`src/hw/rtl/color_sharpen_3x3_stream_macros.svh`:
```
// Assertion macros used by the colour sharpener back end.
`ifndef COLOR_SHARPEN_3X3_STREAM_MACROS_SVH
`define COLOR_SHARPEN_3X3_STREAM_MACROS_SVH
// same-cycle implication
`define CSS_ASSERT_IMP(lbl, clk, rst_n, a, c, msg) \
	lbl: assert property (@(posedge clk) disable iff (!rst_n) (a) |-> (c)) else $error(msg);
// next-cycle implication
`define CSS_ASSERT_NXT(lbl, clk, rst_n, a, c, msg) \
	lbl: assert property (@(posedge clk) disable iff (!rst_n) (a) |=> (c)) else $error(msg);
`endif

```
`src/hw/rtl/css_pkg.sv`:
```
// Shared constants and types of the colour sharpener.
package css_pkg;
	localparam int DEF_MAX_COLS    = 2048;
	localparam int DEF_MAX_ROWS    = 2048;
	localparam int DEF_SAMPLE_BITS = 8;

	localparam logic [11:0] RST_IMAGE_COLS = 12'd640;
	localparam logic [11:0] RST_IMAGE_ROWS = 12'd480;
	localparam logic [6:0]  RST_PERCENT    = 7'd75;

	localparam logic [1:0] REG_IMAGE_COLS = 2'd0;
	localparam logic [1:0] REG_IMAGE_ROWS = 2'd1;
	localparam logic [1:0] REG_PERCENT    = 2'd2;

	localparam int MIN_SIZE    = 3;
	localparam int PERCENT_MAX = 99;
	localparam int SCALE       = 900;
	localparam int DEN_BITS    = 10;

	typedef struct packed {
		logic border;
		logic last;
	} css_flags_t;
endpackage

```
`src/hw/rtl/css_back.sv`:
```
// Back end: numerator, rounding divider, saturation and output register.
`include "color_sharpen_3x3_stream_macros.svh"
module css_back #(
	parameter int SAMPLE_BITS = 8
) (
	input  logic                         clk,
	input  logic                         arst_n,
	input  logic [6:0]                   p,
	input  logic [css_pkg::DEN_BITS-1:0] den,
	input  logic                         q_valid,
	output logic                         q_pop,
	input  logic [3*SAMPLE_BITS-1:0]     centre,
	input  logic [3*(SAMPLE_BITS+4)-1:0] sum,
	input  css_pkg::css_flags_t          flags,
	output logic                         out_valid,
	input  logic                         out_stall,
	output logic signed [15:0]           red_out,
	output logic signed [15:0]           green_out,
	output logic signed [15:0]           blue_out,
	output logic                         frame_last
);
	import css_pkg::*;

	localparam int SB   = SAMPLE_BITS;
	localparam int SUMW = SB + 4;
	localparam int NW   = SB + 12;
	localparam int CW   = $clog2(NW);
	localparam int RMW  = DEN_BITS + 1;

	typedef enum logic [2:0] {ST_IDLE, ST_MUL, ST_PREP, ST_DIV, ST_DONE} state_t;

	state_t            state_q;
	logic [SB-1:0]     c_q   [3];
	logic [SUMW-1:0]   sum_q [3];
	logic [NW-1:0]     num_q [3];
	logic [NW-1:0]     n_q   [3];
	logic [RMW-1:0]    rem_q [3];
	logic              neg_q [3];
	css_flags_t        flags_q;
	logic [CW-1:0]     cnt_q;
	logic              out_valid_q;
	logic [RMW:0]      dsr;
	logic              load;

	function automatic logic signed [15:0] sat16(logic [31:0] mag, logic neg);
		logic signed [15:0] r;
		if (neg) r = (mag > 32'd32768) ? -16'sd32768 : 16'(-mag);
		else     r = (mag > 32'd32767) ? 16'sd32767 : 16'(mag);
		return r;
	endfunction

	assign dsr       = {1'b0, den, 1'b0};
	assign q_pop     = (state_q == ST_IDLE) && q_valid;
	assign load      = (state_q == ST_DONE) && (!out_valid_q || !out_stall);
	assign out_valid = out_valid_q;

	always_ff @(posedge clk or negedge arst_n) begin
		logic [RMW:0]  rs;
		logic [NW-1:0] mag;
		logic signed [15:0] res [3];
		if (!arst_n) begin
			state_q     <= ST_IDLE;
			out_valid_q <= 1'b0;
			cnt_q       <= '0;
		end else begin
			if (out_valid_q && !out_stall && !load) out_valid_q <= 1'b0;
			case (state_q)
				ST_IDLE: begin
					if (q_valid) begin
						for (int ch = 0; ch < 3; ch++) begin
							c_q[ch]   <= centre[ch*SB +: SB];
							sum_q[ch] <= sum[ch*SUMW +: SUMW];
						end
						flags_q <= flags;
						state_q <= ST_MUL;
					end
				end
				ST_MUL: begin
					for (int ch = 0; ch < 3; ch++)
						num_q[ch] <= NW'(c_q[ch]) * NW'(SCALE) - NW'(p) * NW'(sum_q[ch]);
					state_q <= ST_PREP;
				end
				ST_PREP: begin
					for (int ch = 0; ch < 3; ch++) begin
						mag = num_q[ch][NW-1] ? -num_q[ch] : num_q[ch];
						neg_q[ch] <= num_q[ch][NW-1];
						n_q[ch]   <= {mag[NW-2:0], 1'b0} + NW'(den);
						rem_q[ch] <= '0;
					end
					cnt_q   <= CW'(NW - 1);
					state_q <= ST_DIV;
				end
				ST_DIV: begin
					for (int ch = 0; ch < 3; ch++) begin
						rs = {rem_q[ch], n_q[ch][NW-1]};
						if (rs >= dsr) begin
							rem_q[ch] <= RMW'(rs - dsr);
							n_q[ch]   <= {n_q[ch][NW-2:0], 1'b1};
						end else begin
							rem_q[ch] <= RMW'(rs);
							n_q[ch]   <= {n_q[ch][NW-2:0], 1'b0};
						end
					end
					if (cnt_q == '0) state_q <= ST_DONE;
					else cnt_q <= cnt_q - 1'b1;
				end
				ST_DONE: begin
					if (load) begin
						for (int ch = 0; ch < 3; ch++) begin
							if (flags_q.border) res[ch] = sat16(32'(c_q[ch]), 1'b0);
							else res[ch] = sat16(32'(n_q[ch]), neg_q[ch]);
						end
						red_out     <= res[0];
						green_out   <= res[1];
						blue_out    <= res[2];
						frame_last  <= flags_q.last;
						out_valid_q <= 1'b1;
						state_q     <= ST_IDLE;
					end
				end
				default: state_q <= ST_IDLE;
			endcase
		end
	end

	`CSS_ASSERT_IMP(a_pop_nonempty, clk, arst_n, q_pop, q_valid, "pop from empty queue")
	`CSS_ASSERT_IMP(a_load_free, clk, arst_n, load, (!out_valid_q || !out_stall), "output overwritten")
	`CSS_ASSERT_NXT(a_div_end, clk, arst_n, (state_q == ST_DIV && cnt_q == '0), (state_q == ST_DONE), "divider overran")
endmodule

```
`config.mk`:
```
export PLATFORM = sky130hd
export DESIGN_NAME = css_back
export DESIGN_NICKNAME = d
export VERILOG_FILES = /design/src/hw/rtl/css_pkg.sv /design/src/hw/rtl/css_back.sv
export VERILOG_INCLUDE_DIRS = /design/src /design/src/hw/rtl
export SDC_FILE = /design/constraint.sdc
export NUM_CORES = 1
export LEC_CHECK = 0
export BUFFER_PORTS_ARGS = -buffer_cell sky130_fd_sc_hd__buf_2
export CAP_MARGIN = 20
export CORE_MARGIN = 2
export CORE_UTILIZATION = 58
export DETAILED_ROUTE_END_ITERATION = 16
export GPL_ROUTABILITY_DRIVEN = 0
export PLACE_DENSITY = 0.79
export SYNTH_ARGS = -nofsm -noshare
export SYNTH_HDL_FRONTEND = slang
export SYNTH_SLANG_ARGS = --single-unit
```
`constraint.sdc`:
```
create_clock -name clk -period 7.39 [get_ports clk]
set_clock_uncertainty 0.2 [all_clocks]
set_input_delay 1.478 -clock clk [delete_from_list [all_inputs] [get_ports clk]]
set_output_delay 1.478 -clock clk [all_outputs]
set_load 0.05 [all_outputs]
```
==> results.tsv <==
stage	metric	value	unit
timing	Setup TNS	0	ns
drt	DR WL/cell	17.9	microns
final_layout	cell area after layout	29700	sq um
worst_setup_path	Worst EP required	7.49	ns
timing	final hold vios	0	
final_layout	Filler cells	3718	
final_layout	fraction of layout cells with a size suffix above 1	8.61	%
yosys	sequential share of the synthesized area	30.1	%
floorplanning	Die W	221	microns
yosys	distinct cell type count after synthesis	85	
clock_tree	clock tree buffer depth	3	
floorplanning	io pins	134	
drt	DRC Markers	0	
floorplanning	Core Rows	79	
place	Area after DPL	28600	sq um
timing	Max-Slew Margin vs Limit	39.6	%
drt	total wire length	62.8	mm
clock_tree	TritonCTS clock tree	yes	
pwr	LEAKAGE	12.7	nW
global_routing	vias in the first global route	20700	
pwr	P_int	5.09	mW
yosys	asr flop ratio synth	3.26	%
worst_setup_path	WS Path Type	register to register	
clock_tree	clock-pin slew on the worst setup and hold paths	0.06	ns
timing	worst setup margin	0.732	ns
run	Max Cap Viol	0	
timing	Final setup viols	0	
yosys	Yosys top cell area share	29.2	%
place	Placed Cells	3447	
clock_tree	root buffer cell	clkbuf_16	
place	IO Port Bufs	133	
place	Setup WS pre-CTS	0.467	ns
clock_tree	Worst-Skew Late Latency	0.55	ns
yosys	Mapped Avg Cell Area	9.86	sq um
yosys	Post-synth EDFFs	266	
clock_tree	Num Clock Sinks	276	
pwr	Max rail drop VDD	0.228	mV
floorplanning	Core Box Area	46600	sq um
min_path	min-delay worst type	register to register	
pwr	Combinational Power Share	47.3	%
clock_tree	H-tree depth	2	
final_layout	Ant. Diodes	0	
clock_tree	# hold bufs at CTS	0	
yosys	top cell type by total area after synthesis	edfxtp_1	
yosys	cell with the most instances after synthesis	inv_1	
clock_tree	CTS Buf Count	35	
status	status	finished clean	
worst_setup_path	crit path capture type	register	
drt	drt first pass iters	5	
pwr	Seq pwr share	32.5	%
worst_setup_path	CP Data Arrival Time	6.75	ns
global_routing	pin count of the biggest net entering global routing	76	
final_layout	final net count	3478	
timing	unrepaired setup endpoints after global routing	no	
yosys	FF+latch count, synth	276	
yosys	Top FF cell, synth	edfxtp_1	
yosys	Synth Instances	2776	
yosys	warnings from Yosys	0	
worst_setup_path	Max FO, Critical Path	5	
drt	First DRT Iteration DRCs	1744	
worst_setup_path	critical path launch point type	register	
global_routing	gr usage total	25.7	%
floorplanning	die height	221	microns
drt	Post-DRT Antenna Nets	0	
yosys	Mapped Nets	3377	
floorplanning	Die Area	48900	sq um
timing	part of the cycle the worst path needs	90.1	%
timing	Final Critical Period	6.66	ns
yosys	Syn Std Cell Area	27400	sq um
global_routing	first-pass GRT wire length	103	mm
final_layout	Area Growth Syn to Fin	8.68	%
final_layout	final std cells w/o fill	3510	
drt	Via Count	20600	
yosys	Synth top cells by count	352 x inv_1, 293 x ha_1, 266 x edfxtp_1	
timing	Max Slew Vio Count	0	
timing	Worst-Margin Slew	0.902	ns
pwr	total power divided by cell area	287	nW/um^2
place	hpwl dp	49.2	mm
drt	Vias/cell	5.87	
global_routing	Overflow after GRT	0	
pwr	Clock power frac	20.3	%
pwr	net switching power	3.46	mW
clock_tree	PostCTS Resize Cnt	0	
pwr	Switching Fraction	40.5	%
clock_tree	Post-CTS Setup Inserts	0	
global_routing	initial antenna violation count	0	
timing	Fmax	150	MHz
floorplanning	Initial Util	58.8	%
yosys	leading post-synthesis cells by cell area	edfxtp_1 29%, fa_1 16%, ha_1 13%, inv_1 4.8%, xnor2_1 4.1%	
## per-stage QoR
stage / utilization, % / power, mW / hold WS (ns)
after floorplan: - / 5.82 / 0.200
after global placement: 61.3 / 6.57 / 0.213
after detailed placement: 61.4 / 6.76 / 0.225
after CTS: 63.9 / 8.53 / 0.238
after global routing: 63.9 / 9.18 / 0.243
final: 63.9 / 8.55 / 0.228
## cells by family (layout without fill, tap and decap cells)
family | count (synthesis) | count (layout) | synth area share, %
AOI/OAI and AO/OA | 515 | 515 | 11.9
xor gates and xnor gates | 190 | 190 | 6.08
adders and majority gates | 518 | 518 | 29.9
buffers and inverters | 434 | 561 | 6.08
DFF | 276 | 276 | 30.1
muxes | 21 | 21 | 0.791
and+or+nand+nor | 822 | 822 | 15.2
## critical path: stages (launching register included)
cell	delay [ns]
edfxtp_1	0.43
inv_1	0.31
fa_1	0.49
inv_1	0.07
ha_1	0.23
ha_1	0.31
ha_1	0.31
inv_1	0.06
fa_1	0.51
fa_1	0.51
inv_1	0.05
fa_1	0.46
fa_1	0.50
ha_1	0.38
and3_1	0.21
nand2_1	0.07
a21oi_1	0.05
o41ai_1	0.78
nand3_1	0.15
a31oi_1	0.24
xnor2_1	0.08
## power by group through the flow
stage	Sequential [mW]	Combinational, mW	Clock, mW
final	2.78	4.04	1.73
after CTS	2.77	4.00	1.77
after detailed placement	2.80	3.96	0
after floorplan	2.64	3.18	0
after global placement	2.77	3.80	0
after global routing	2.83	4.54	1.82
## layout by cell type (no fill, tap or decap), drive strengths merged, types with 11 or more instances in the layout
master  count
a211oi     36
a21o       31
a21oi     133
a31oi      15
and2      141
buf       145
clkbuf     41
edfxtp    266
fa        225
ha        293
inv       357
mux2i      19
nand2     251
nand2b     27
nand3      25
nand4      12
nor2      175
nor2b      20
nor3       53
nor3b      17
nor4       12
o21a       15
o21ai     154
o21bai     17
o31ai      33
o41ai      21
or2        11
or3        33
or4        13
xnor2     128
xor2       62
## layer usage
layer / share of wire [%] / up-vias / GRT usage (%) / wire length, microns
met5: 0 / - / 0 / 0
met4: 3.0 / 0 / 8.01 / 1880
met1: 44 / 9994 / 35.9 / 27900
met3: 6.2 / 129 / 3.77 / 3900
met2: 46 / 750 / 41.5 / 29100
li1: - / 9734 / - / -
## registers in the layout, summed over array words and instances (netlist names), 5 cells and up
| register | cells |
|---|---|
| red_out | 16 |
| c_q | 24 |
| rem_q | 33 |
| n_q | 60 |
| blue_out | 16 |
| green_out | 16 |
| num_q | 60 |
| cnt_q | 5 |
| sum_q | 36 |
## cell type report
cell class / count / area, sq um / area share, %
clock buffer: 41 / 930 / 3.13
timing repair buffer: 146 / 767 / 2.58
inverter: 352 / 1320 / 4.44
multi-input combinational: 2066 / 17500 / 58.8
tap: 607 / 759 / 2.55
sequential: 276 / 8230 / 27.7
clock inverter: 22 / 234 / 0.787
## path summary, 6_finish.rpt
kind | start | endpoint | slack, ns | cells past startpoint
setup reg to reg | c_q[0][11] | num_q[0][39] | 0.73 | 20
hold / removal | flags_q[0] | frame_last | 0.23 | 0
hold reg to reg | flags_q[0] | frame_last | 0.23 | 0
min in group asynchronous | arst_n | out_valid | 0.65 | 1
setup / recovery | c_q[0][11] | num_q[0][39] | 0.73 | 20
max in group asynchronous | arst_n | state_q[2] | 6.05 | 1
Note: power is estimated with default switching activity, not from simulation.
