`src/hw/rtl/color_sharpen_3x3_stream_macros.svh`:
```
// Assertion macros used by the colour sharpener back end.
`ifndef COLOR_SHARPEN_3X3_STREAM_MACROS_SVH
`define COLOR_SHARPEN_3X3_STREAM_MACROS_SVH
// same-cycle implication
`define CSS_ASSERT_IMP(lbl, clk, rst_n, a, c, msg) \
	lbl: assert property (@(posedge clk) disable iff (!rst_n) (a) |-> (c)) else $error(msg);
// next-cycle implication
`define CSS_ASSERT_NXT(lbl, clk, rst_n, a, c, msg) \
	lbl: assert property (@(posedge clk) disable iff (!rst_n) (a) |=> (c)) else $error(msg);
`endif

```
`src/hw/rtl/css_queue.sv`:
```
// Two-entry queue between the window front end and the arithmetic back end.
module css_queue #(
	parameter int WIDTH = 8
) (
	input  logic             clk,
	input  logic             arst_n,
	input  logic             push,
	input  logic [WIDTH-1:0] wdata,
	output logic             full,
	input  logic             pop,
	output logic             rvalid,
	output logic [WIDTH-1:0] rdata
);
	logic [WIDTH-1:0] slot_q [2];
	logic             wr_q, rd_q;
	logic [1:0]       count_q;

	assign full   = (count_q == 2'd2);
	assign rvalid = (count_q != 2'd0);
	assign rdata  = slot_q[rd_q];

	always_ff @(posedge clk or negedge arst_n) begin
		if (!arst_n) begin
			wr_q    <= 1'b0;
			rd_q    <= 1'b0;
			count_q <= 2'd0;
		end else begin
			if (push) wr_q <= ~wr_q;
			if (pop) rd_q <= ~rd_q;
			count_q <= count_q + {1'b0, push} - {1'b0, pop};
		end
	end

	always_ff @(posedge clk) begin
		if (push) slot_q[wr_q] <= wdata;
	end
endmodule

```
`config.mk`:
```
export PLATFORM = sky130hd
export DESIGN_NAME = css_queue
export DESIGN_NICKNAME = d
export VERILOG_FILES = /design/src/hw/rtl/color_sharpen_3x3_stream_macros.svh /design/src/hw/rtl/css_queue.sv
export SDC_FILE = /design/constraint.sdc
export NUM_CORES = 1
export LEC_CHECK = 0
export ABC_CLOCK_PERIOD_IN_PS = 1200
export CAP_MARGIN = 30
export CORE_MARGIN = 10
export CORE_UTILIZATION = 52
export DETAILED_ROUTE_END_ITERATION = 10
export DONT_BUFFER_PORTS = 1
export PLACE_DENSITY = 0.7
export SLEW_MARGIN = 15
export SYNTH_ARGS = -nofsm -noshare
export SYNTH_HDL_FRONTEND = slang
export SYNTH_SLANG_ARGS = --single-unit
```
`constraint.sdc`:
```
create_clock -name clk -period 1.2 [get_ports clk]
set_input_delay 0.18 -clock clk [delete_from_list [all_inputs] [get_ports clk]]
set_output_delay 0.18 -clock clk [all_outputs]
set_load 0.01 [all_outputs]
```
==> summary.md, run 1 <==
| Metric | Value |
|---|---|
| Synthesized flop and latch total | 20 |
| Initial antenna violation count | 0 |
| Mapped Cells | 40 |
| Max clock buf depth | 2 |
| DRC | 0 |
| Worst setup path category | register to output port |
| Fmax | 744.3 MHz |
| 1st-iter DRT viols | 1 |
| CTS Sinks | 20 |
| Failing checks | negative setup slack |
| Synth cell count leaders | edfxtp_1 (16), mux2_4 (8), dfrtp_1 (4) |
| Max Cap Viol | 0 |
| Clk Latency, worst-skew pair | 280 ps |
| DRT Pass-1 Iters | 4 |
| Antenna Cells | 0 |
| Fin worst setup slack | -143.5 ps |
| Critical Path Source Type | register |
| RePlAce Congestion | 0.6756 |
| Vias | 388 |
| Yosys Warn Count | 0 |
| Slew Viols, Final | 0 |
| Chip height | 59.49 um |
| Critical Path AT | 1160 ps |
| Critical path fanouts, max | 5 |
| Pwr/cell area | 2197 nW/um2 |
| Placement Setup Slack | -56.24 ps |
| H-tree depth | 1 |
| Wire length of the first global-routing pass | 2083 um |
| Met3 GRT Util | 0.03433 |
| Clk Tree Root Cell | clkbuf_4 |
| Worst reg2reg path depth | 5 |
| GR peak layer | met2 |
| WP data required | 1020 ps |
| Num rows | 14 |
| Mapped cell area | 810.8 um2 |
| Area grow syn2layout | 31.64% |
| All-Layer GR Usage | 0.07897 |
| Hold/Removal Path Class | input pin to async pin |
| Mapped Avg Cell Area | 20.27 um2 |
| ANT nets after route | 0 |
| RSZ-0062 raised after global routing | yes |
| Drt total wl | 1401 um |
| Pin count of the biggest net entering global routing | 12 |
| Syn_nets | 54 |
| Final-report hold violation count | 0 |
| IR drop worst, VDD | 1.111 mV |
| Initial core utilization | 0.5445 |
| Final Power | 2.345 mW |
| Vias in the first global route | 451 |
| Core Area | 1489 um2 |
| Layout cell share with drive strength beyond 1 | 0.4098 |
| EDFF count, synth | 16 |
| # IOs | 22 |
| Most common cell in the synthesized netlist | edfxtp_1 |
| Synth unique cells | 11 |
| CP Capture Type | output port |
| Setup TNS | -1177 ps |
| Port-buffer cells | 0 |
| Die width | 59.49 um |
| Grt met1 use | 0.07134 |
| CTS Buf Count | 3 |
| Worst slew pin tran | 365.4 ps |
| Fin crit share | 1.120 |
| Remaining Overflow, GRT | 0 |
| Worst Skew | 1.588 ps |
| Final setup vio count | 9 |
| Fin crit period | 1344 ps |
| Nets@finish | 76 |
| Top FF cell, synth | edfxtp_1 |
| CTS tree | built |
| Share of the synthesized area in the top cell type | 0.5926 |
| Wire length per cell after detailed routing | 18.19 um |
| Sequential area share after synthesis | 0.7160 |
| Total leakage power | 0.4280 nW |
| Post-synth top area cell | edfxtp_1 |
| Status | finished with violations |
| Die area | 3538 um2 |
| Clk slew on worst S/H paths | 100 ps |
| Worst slew margin | 0.7564 |
| Async S/R FF share, synth | 0.2000 |
| M2 GR Usage | 0.1486 |
| Synth area leaders | edfxtp_1 (59%), mux2_4 (15%), dfrtp_1 (12%) |
| Via/cell ratio | 5.039 |
[state kept, by name, summed over array words and instances (netlist names)]
register and flops:
count_q 2, slot_q 16, wr_q 1, rd_q 1
[power by group]
| group | internal, mW | switching [mW] |
|---|---|---|
| Sequential | 0.948 | 0.0878 |
| Clock | 0.184 | 0.171 |
| Combinational | 0.538 | 0.416 |
[metal layers]
| metal | up-vias | wire length, um |
|---|---|---|
| met2 | 14 | 818 |
| met1 | 184 | 447 |
| li1 | 188 | - |
| met4 | 0 | 24 |
| met5 | - | 0 |
| met3 | 2 | 111 |
[critical path: stages (launching register included)]
cell	delay, ps
dfrtp_2	420
buf_6	140
mux2_4	320
[repair_timing]
item | 4_1_cts | 5_1_grt
endpoints found under the setup margin | 10 | 9
resized for setup | 5 | 8
hold buffers | 11 | 1
setup buffers | 2 | 1
hold endpoints to repair | 22 | 1
pin swaps | 0 | 2
[metrics by stage]
step,cells,hold slack [ps],util,cell area (um2)
2_1_floorplan,40,-115.6,-,810.8
3_3_place_gp,58,-115.4,0.5655,842.1
3_5_place_dp,58,-115.4,0.5655,842.1
4_1_cts,75,22.42,0.6815,1015
5_1_grt,77,135.3,0.7168,1067
6_report,77,152.1,0.7168,1067
[cells by family after synthesis]
group / after synthesis / synth area share
xor+xnor: 3 / 0.05093
fa+ha+maj: 2 / 0.03086
buf+inv: 3 / 0.02315
flops: 20 / 0.7161
mux: 8 / 0.1482
simple gates: 4 / 0.03087
[layout by cell type (no fill, tap or decap)]
cell type,instances
nor2b_4,1
clkbuf_4,3
dlygate4sd3_1,12
inv_4,1
mux2_4,8
clkbuf_8,1
xor2_1,2
dfrtp_2,1
inv_2,1
dfrtp_1,3
and2_1,1
edfxtp_1,16
nor2b_1,1
buf_6,2
ha_4,2
buf_4,4
or2_4,1
xor3_1,1
[cell type report]
class / count / area, um2
Clock buffer: 4 / 36.28
Fill cell: 83 / 421.7
Inverter: 2 / 10.01
Multi-Input combinational cell: 17 / 246.5
Sequential cell: 20 / 581.8
Tap cell: 16 / 20.02
Timing Repair Buffer: 18 / 172.7
[final timing paths]
path / slack [ps] / start / endpoint
worst min-delay path: 150 / arst_n / count_q[1]$_DFF_PN0_
min in group clk: 240 / pop / count_q[1]$_DFF_PN0_
worst min register to register: 510 / wr_q$_DFFE_PN0P_ / wr_q$_DFFE_PN0P_
worst max register to register: 40 / count_q[0]$_DFF_PN0_ / count_q[1]$_DFF_PN0_
worst max-delay path: -140 / rd_q$_DFFE_PN0P_ / rdata[2]
max in group asynchronous: 870 / arst_n / rd_q$_DFFE_PN0P_
Note: power is estimated with default switching activity, not from simulation.
==> run 2, diff against run 1 <==
--- a/config.mk
+++ b/config.mk
@@ -6,12 +6,12 @@
 export NUM_CORES = 1
 export LEC_CHECK = 0
 export ABC_CLOCK_PERIOD_IN_PS = 1200
+export BUFFER_PORTS_ARGS = -buffer_cell sky130_fd_sc_hd__buf_2
 export CAP_MARGIN = 30
 export CORE_MARGIN = 10
-export CORE_UTILIZATION = 52
+export CORE_UTILIZATION = 44
 export DETAILED_ROUTE_END_ITERATION = 10
-export DONT_BUFFER_PORTS = 1
-export PLACE_DENSITY = 0.7
+export PLACE_DENSITY = 0.71
 export SLEW_MARGIN = 15
 export SYNTH_ARGS = -nofsm -noshare
 export SYNTH_HDL_FRONTEND = slang
==> run 2 against run 1 <==
- the run still ends with negative setup slack left
- final cell count rose by 25%
- clock skew about the same
- clock power decreased by 11%
- sequential cell count unchanged
- critical endpoint is now rdata[3]
- largest power group is now combinational logic
==> summary.md, run 2 (synthesis gave the netlist of run 1 again) <==
| Metric | Value |
|---|---|
| CTS Buf Count | 3 |
| H-tree depth | 1 |
| Fin worst setup slack | -269.5 ps |
| Worst Skew | 1.476 ps |
| Failing checks | negative setup slack |
| Hold/Removal Path Class | input pin to register |
| Worst setup path category | register to output port |
| Nets@finish | 86 |
| Num rows | 15 |
| Clk slew on worst S/H paths | 110 ps |
| Fmax | 680.5 MHz |
| CTS tree | built |
| Wire length of the first global-routing pass | 2214 um |
| ANT nets after route | 0 |
| Critical path fanouts, max | 5 |
| Antenna Cells | 0 |
| Critical Path Source Type | register |
| Slew Viols, Final | 0 |
| Die width | 62.93 um |
| Hold-critical path depth | 1 |
| Fin crit period | 1470 ps |
| 1st-iter DRT viols | 18 |
| IR drop worst, VDD | 1.056 mV |
| DRC | 0 |
| Vias in the first global route | 480 |
| Top reg by flops | slot_q |
| Worst slew margin | 0.7363 |
| Via/cell ratio | 4.469 |
| Final-report hold violation count | 0 |
| DRT Pass-1 Iters | 4 |
| Remaining Overflow, GRT | 0 |
| All-Layer GR Usage | 0.07075 |
| Biggest regs | slot_q x16, count_q x2 |
| Area grow syn2layout | 33.80% |
| Commonest non-fill, non-tap cell in the layout | edfxtp_1 |
| Total leakage power | 0.4758 nW |
| Fin crit share | 1.225 |
| WP data required | 1020 ps |
| # IOs | 22 |
| Wire length per cell after detailed routing | 14.08 um |
| Pwr/cell area | 2266 nW/um2 |
| CTS Sinks | 20 |
| Detailed Place HPWL | 983.8 um |
| Final setup vio count | 10 |
| Vias | 429 |
| Initial antenna violation count | 0 |
| Initial core utilization | 0.4645 |
| RePlAce Congestion | 0.6242 |
| Setup TNS | -2191 ps |
| RSZ-0062 raised after global routing | yes |
| Worst slew pin tran | 395.5 ps |
| Status | finished with violations |
| Placement Setup Slack | -109.5 ps |
| Clk Latency, worst-skew pair | 290 ps |
| CP Capture Type | output port |
| Port-buffer cells | 21 |
| Die area | 3960 um2 |
| Pin count of the biggest net entering global routing | 12 |
| Worst reg2reg path depth | 5 |
| Max clock buf depth | 2 |
| Largest register FFs | 16 |
| Core Area | 1745 um2 |
| Layout cell share with drive strength beyond 1 | 0.5634 |
| Commonest non-fill, non-tap cells in the layout | edfxtp_1 (16), buf_2 (12), buf_6 (11) |
| Chip height | 62.93 um |
| Critical Path AT | 1290 ps |
| Drt total wl | 1352 um |
| Clk Tree Root Cell | clkbuf_4 |
| Max Cap Viol | 0 |
==> run 2: changes by cell type in the layout (fill, tap and decap cells not counted), moves of 2 or more <==
cell           previous run  this run
buf_6                     2        11
inv_1                     0         2
ha_1                      0         2
ha_4                      2         0
dlygate4sd3_1            12         1
buf_2                     0        12
==> run 2: worst max-delay path: stages, from the launching register on <==
cell and delay, ps:
dfrtp_2 430, buf_6 140, mux2_4 300, buf_6 120
==> run 2: cell type report <==
cell class | instances | area, um2
Fill cell | 135 | 660.6
Clock inverter | 1 | 3.754
Multi-Input combinational cell | 17 | 214.0
Timing Repair Buffer | 28 | 224.0
Sequential cell | 20 | 581.8
Clock buffer | 3 | 22.52
Tap cell | 25 | 31.28
Inverter | 2 | 7.507
==> run 2: metrics by stage <==
stage	power (mW)	cells	utilization	hold WS [ps]	cell area (um2)
final	2.459	96	0.6215	66.24	1085
after global routing	2.614	96	0.6215	39.87	1085
after floorplan	1.608	40	-	-115.6	810.8
after CTS	2.459	95	0.6172	58.05	1077
after global placement	1.821	87	0.5448	-11.00	950.9
after detailed placement	1.844	87	0.5448	-10.27	950.9
==> run 2: power by group <==
part | internal, mW | switching [mW] | leakage, nW | total, mW
logic | 0.704 | 0.407 | 0.265 | 1.11
clock network | 0.121 | 0.196 | 0.0154 | 0.317
registers | 0.948 | 0.0836 | 0.196 | 1.03
==> run 2: final timing paths <==
kind | from | slack (ps) | endpoint
worst max-delay path | rd_q$_DFFE_PN0P_ | -270 | rdata[3]
worst min-delay path | wdata[6] | 70 | slot_q[1][6]$_DFFE_PP_
worst max register to register | count_q[0]$_DFF_PN0_ | -30 | count_q[1]$_DFF_PN0_
worst min register to register | wr_q$_DFFE_PN0P_ | 490 | wr_q$_DFFE_PN0P_
max in group asynchronous | arst_n | 880 | rd_q$_DFFE_PN0P_
min in group asynchronous | arst_n | 200 | rd_q$_DFFE_PN0P_
==> run 2: per-layer routing <==
metal | routed length, um | global-route usage | vias to the layer above
met4 | 21 | 0.04190 | 0
met1 | 507 | 0.06832 | 201
li1 | - | - | 209
met5 | 0 | 0 | -
met2 | 701 | 0.1180 | 15
met3 | 121 | 0.03584 | 4
==> run 2: timing repair <==
action / CTS / global route
endpoints found under the hold margin: 4 / 0
hold buffers: 1 / 0
pin swaps: 1 / 0
resized for setup: 14 / 0
buffers inserted: 3 / 1
cloned: 0 / 0
setup endpoints to repair: 10 / 11
==> run 3, diff against run 2 <==
--- a/config.mk
+++ b/config.mk
@@ -12,6 +12,7 @@
 export CORE_UTILIZATION = 44
 export DETAILED_ROUTE_END_ITERATION = 10
 export PLACE_DENSITY = 0.71
+export RECOVER_POWER = 50
 export SLEW_MARGIN = 15
 export SYNTH_ARGS = -nofsm -noshare
 export SYNTH_HDL_FRONTEND = slang
==> run 3 against run 2 <==
- the flow still finishes with violations (negative setup slack)
- register-to-register slack hardly changed
- final cell count is the same
- sequential cell count is the same
- critical path depth unchanged
- clock-buffer cell count stayed put
- worst hold slack worse by 0.92 ps
- die area unchanged
- critical endpoint unchanged
- largest cell class unchanged
- largest power group unchanged
==> summary.md, run 3 (synthesis gave the netlist of run 1 again) <==
| Metric | Value |
|---|---|
| Storage element area | 581.8 um2 |
| WP data required | 1020 ps |
| Slowest Stage Delay on Critical Path | 430 ps |
| Critical path fanouts, max | 5 |
| Max Cap Viol | 0 |
| Most common cell on crit path | buf_6 |
| Commonest non-fill, non-tap cells in the layout | edfxtp_1 (16), buf_6 (11), buf_2 (9) |
| ANT nets after route | 0 |
| Slew Viols, Final | 0 |
| Critical Path AT | 1290 ps |
| Core Area | 1745 um2 |
| Fill cells | 136 |
| NetSw | 0.6883 mW |
| H-tree depth | 1 |
| Gate power share | 0.451 |
| Worst slew pin tran | 397.6 ps |
| Fin worst setup slack | -270.5 ps |
| IR drop worst, VDD | 1.056 mV |
| DRC | 0 |
| Max clock buf depth | 2 |
| Layout cell share with drive strength beyond 1 | 0.5211 |
| Wire length per cell after detailed routing | 14.06 um |
| CTS Sinks | 20 |
| Remaining Overflow, GRT | 0 |
| Final core occ | 0.6194 |
| Reg2Reg Setup Slack | -40 ps |
| Worst Skew | 2.073 ps |
| RSZ-0062 raised after global routing | yes |
| Final-report hold violation count | 0 |
| Total leakage power | 0.4675 nW |
| Top delay family on crit path | flip-flops |
| Area post-placement | 950.9 um2 |
| Footprint of the multi-input gates | 214.0 um2 |
| Largest register FFs | 16 |
| DRT Pass-1 Iters | 2 |
| Chip height | 62.93 um |
| RePlAce Congestion | 0.6242 |
| Drt total wl | 1350 um |
| Die width | 62.93 um |
| Clock share of power | 0.129 |
| Clk Latency, worst-skew pair | 290 ps |
| Detailed Place HPWL | 983.8 um |
| Hold/Removal Path Class | input pin to register |
| Fin crit period | 1471 ps |
| Clk slew on worst S/H paths | 110 ps |
| Status | finished with violations |
| Final setup vio count | 10 |
| Fmax | 680.0 MHz |
| Clk Tree Root Cell | clkbuf_4 |
| Top reg by flops | slot_q |
| Commonest non-fill, non-tap cell in the layout | edfxtp_1 |
| Slowest CP cell | dfrtp_2 |
| 1st-iter DRT viols | 17 |
| # IOs | 22 |
| Worst slew margin | 0.7349 |
| Initial core utilization | 0.4645 |
| Port-buffer cells | 21 |
| Flop pwr share | 0.420 |
| CTS Buf Count | 3 |
| Fin crit share | 1.225 |
| All-Layer GR Usage | 0.07075 |
| CP Cell Sequence | buf_6 > mux2_4 > buf_6 |
| Internal power | 1.771 mW |
| Sw frac | 0.2798 |
| CP Capture Type | output port |
| Biggest regs | slot_q x16, count_q x2 |
| Num rows | 15 |
| Via/cell ratio | 4.563 |
| Worst setup path category | register to output port |
| Pwr/cell area | 2275 nW/um2 |
| Area grow syn2layout | 33.33% |
| Vias | 438 |
| Pin count of the biggest net entering global routing | 12 |
| CTS tree | built |
| WP buf/inv | 2 |
| Nets@finish | 86 |
| Initial antenna violation count | 0 |
| Vias in the first global route | 480 |
| Design Area, Final | 1081 um2 |
| Critical Path Source Type | register |
| Wire length of the first global-routing pass | 2214 um |
| Antenna Cells | 0 |
| Die area | 3960 um2 |
| Failing checks | negative setup slack |
==> run 3: cell types whose count changed in the layout (fill, tap and decap cells not counted), sizes merged <==
cell	delta
buf	-3
clkbuf	+3
==> run 3: area by class of cell <==
cell class,instances,area share
Timing Repair Buffer,28,0.2037
Multi-Input combinational cell,17,0.1979
Clock inverter,1,0.003472
Clock buffer,3,0.02083
Inverter,2,0.006944
Sequential cell,20,0.5382
Tap cell,25,0.02894
==> run 3: per-stage QoR <==
step	worst slack [ps]	power (mW)	instances	TNS, ps	hold slack [ps]
finish	-270.5	2.460	96	-2208	65.32
floorplan	38.26	1.608	40	0	-115.6
CTS	-273.1	2.459	95	-2241	58.05
global placement	-98.59	1.821	87	-763.7	-11.00
global route	-326.7	2.613	96	-2840	39.87
detailed placement	-109.5	1.844	87	-853.2	-10.27
==> run 3: power by group through the flow <==
stage	combinational, mW	clock [mW]	sequential [mW]
after CTS	1.10	0.326	1.03
final	1.11	0.318	1.03
after global placement	0.726	0	1.09
after floorplan	0.594	0	1.01
after detailed placement	0.735	0	1.11
after global routing	1.20	0.358	1.05
==> run 3: final timing paths <==
path                                           start                     end  cells after the start
worst max-delay path                rd_q$_DFFE_PN0P_                rdata[3]                      3
min in group asynchronous                     arst_n    count_q[0]$_DFF_PN0_                      2
max in group asynchronous                     arst_n        rd_q$_DFFE_PN0P_                      2
worst min-delay path                        wdata[6]  slot_q[1][6]$_DFFE_PP_                      1
worst min register to register      wr_q$_DFFE_PN0P_        wr_q$_DFFE_PN0P_                      1
worst max register to register  count_q[0]$_DFF_PN0_    count_q[1]$_DFF_PN0_                      5
==> run 3: repair_timing <==
action / in CTS / in global routing
endpoints found under the setup margin: 10 / 11
resized for setup: 14 / 0
endpoints found under the hold margin: 4 / 0
setup buffers: 3 / 1
pin swaps: 1 / 0
hold buffers: 1 / 0
==> run 3: metal layers <==
metal  track usage  share of wire  up-vias  wire (um)
met5             0              0        -          0
li1              -              -      209          -
met3       0.03584          0.087        4        117
met1       0.06832           0.37      212        497
met2        0.1180           0.53       13        714
met4       0.04190          0.016        0         21
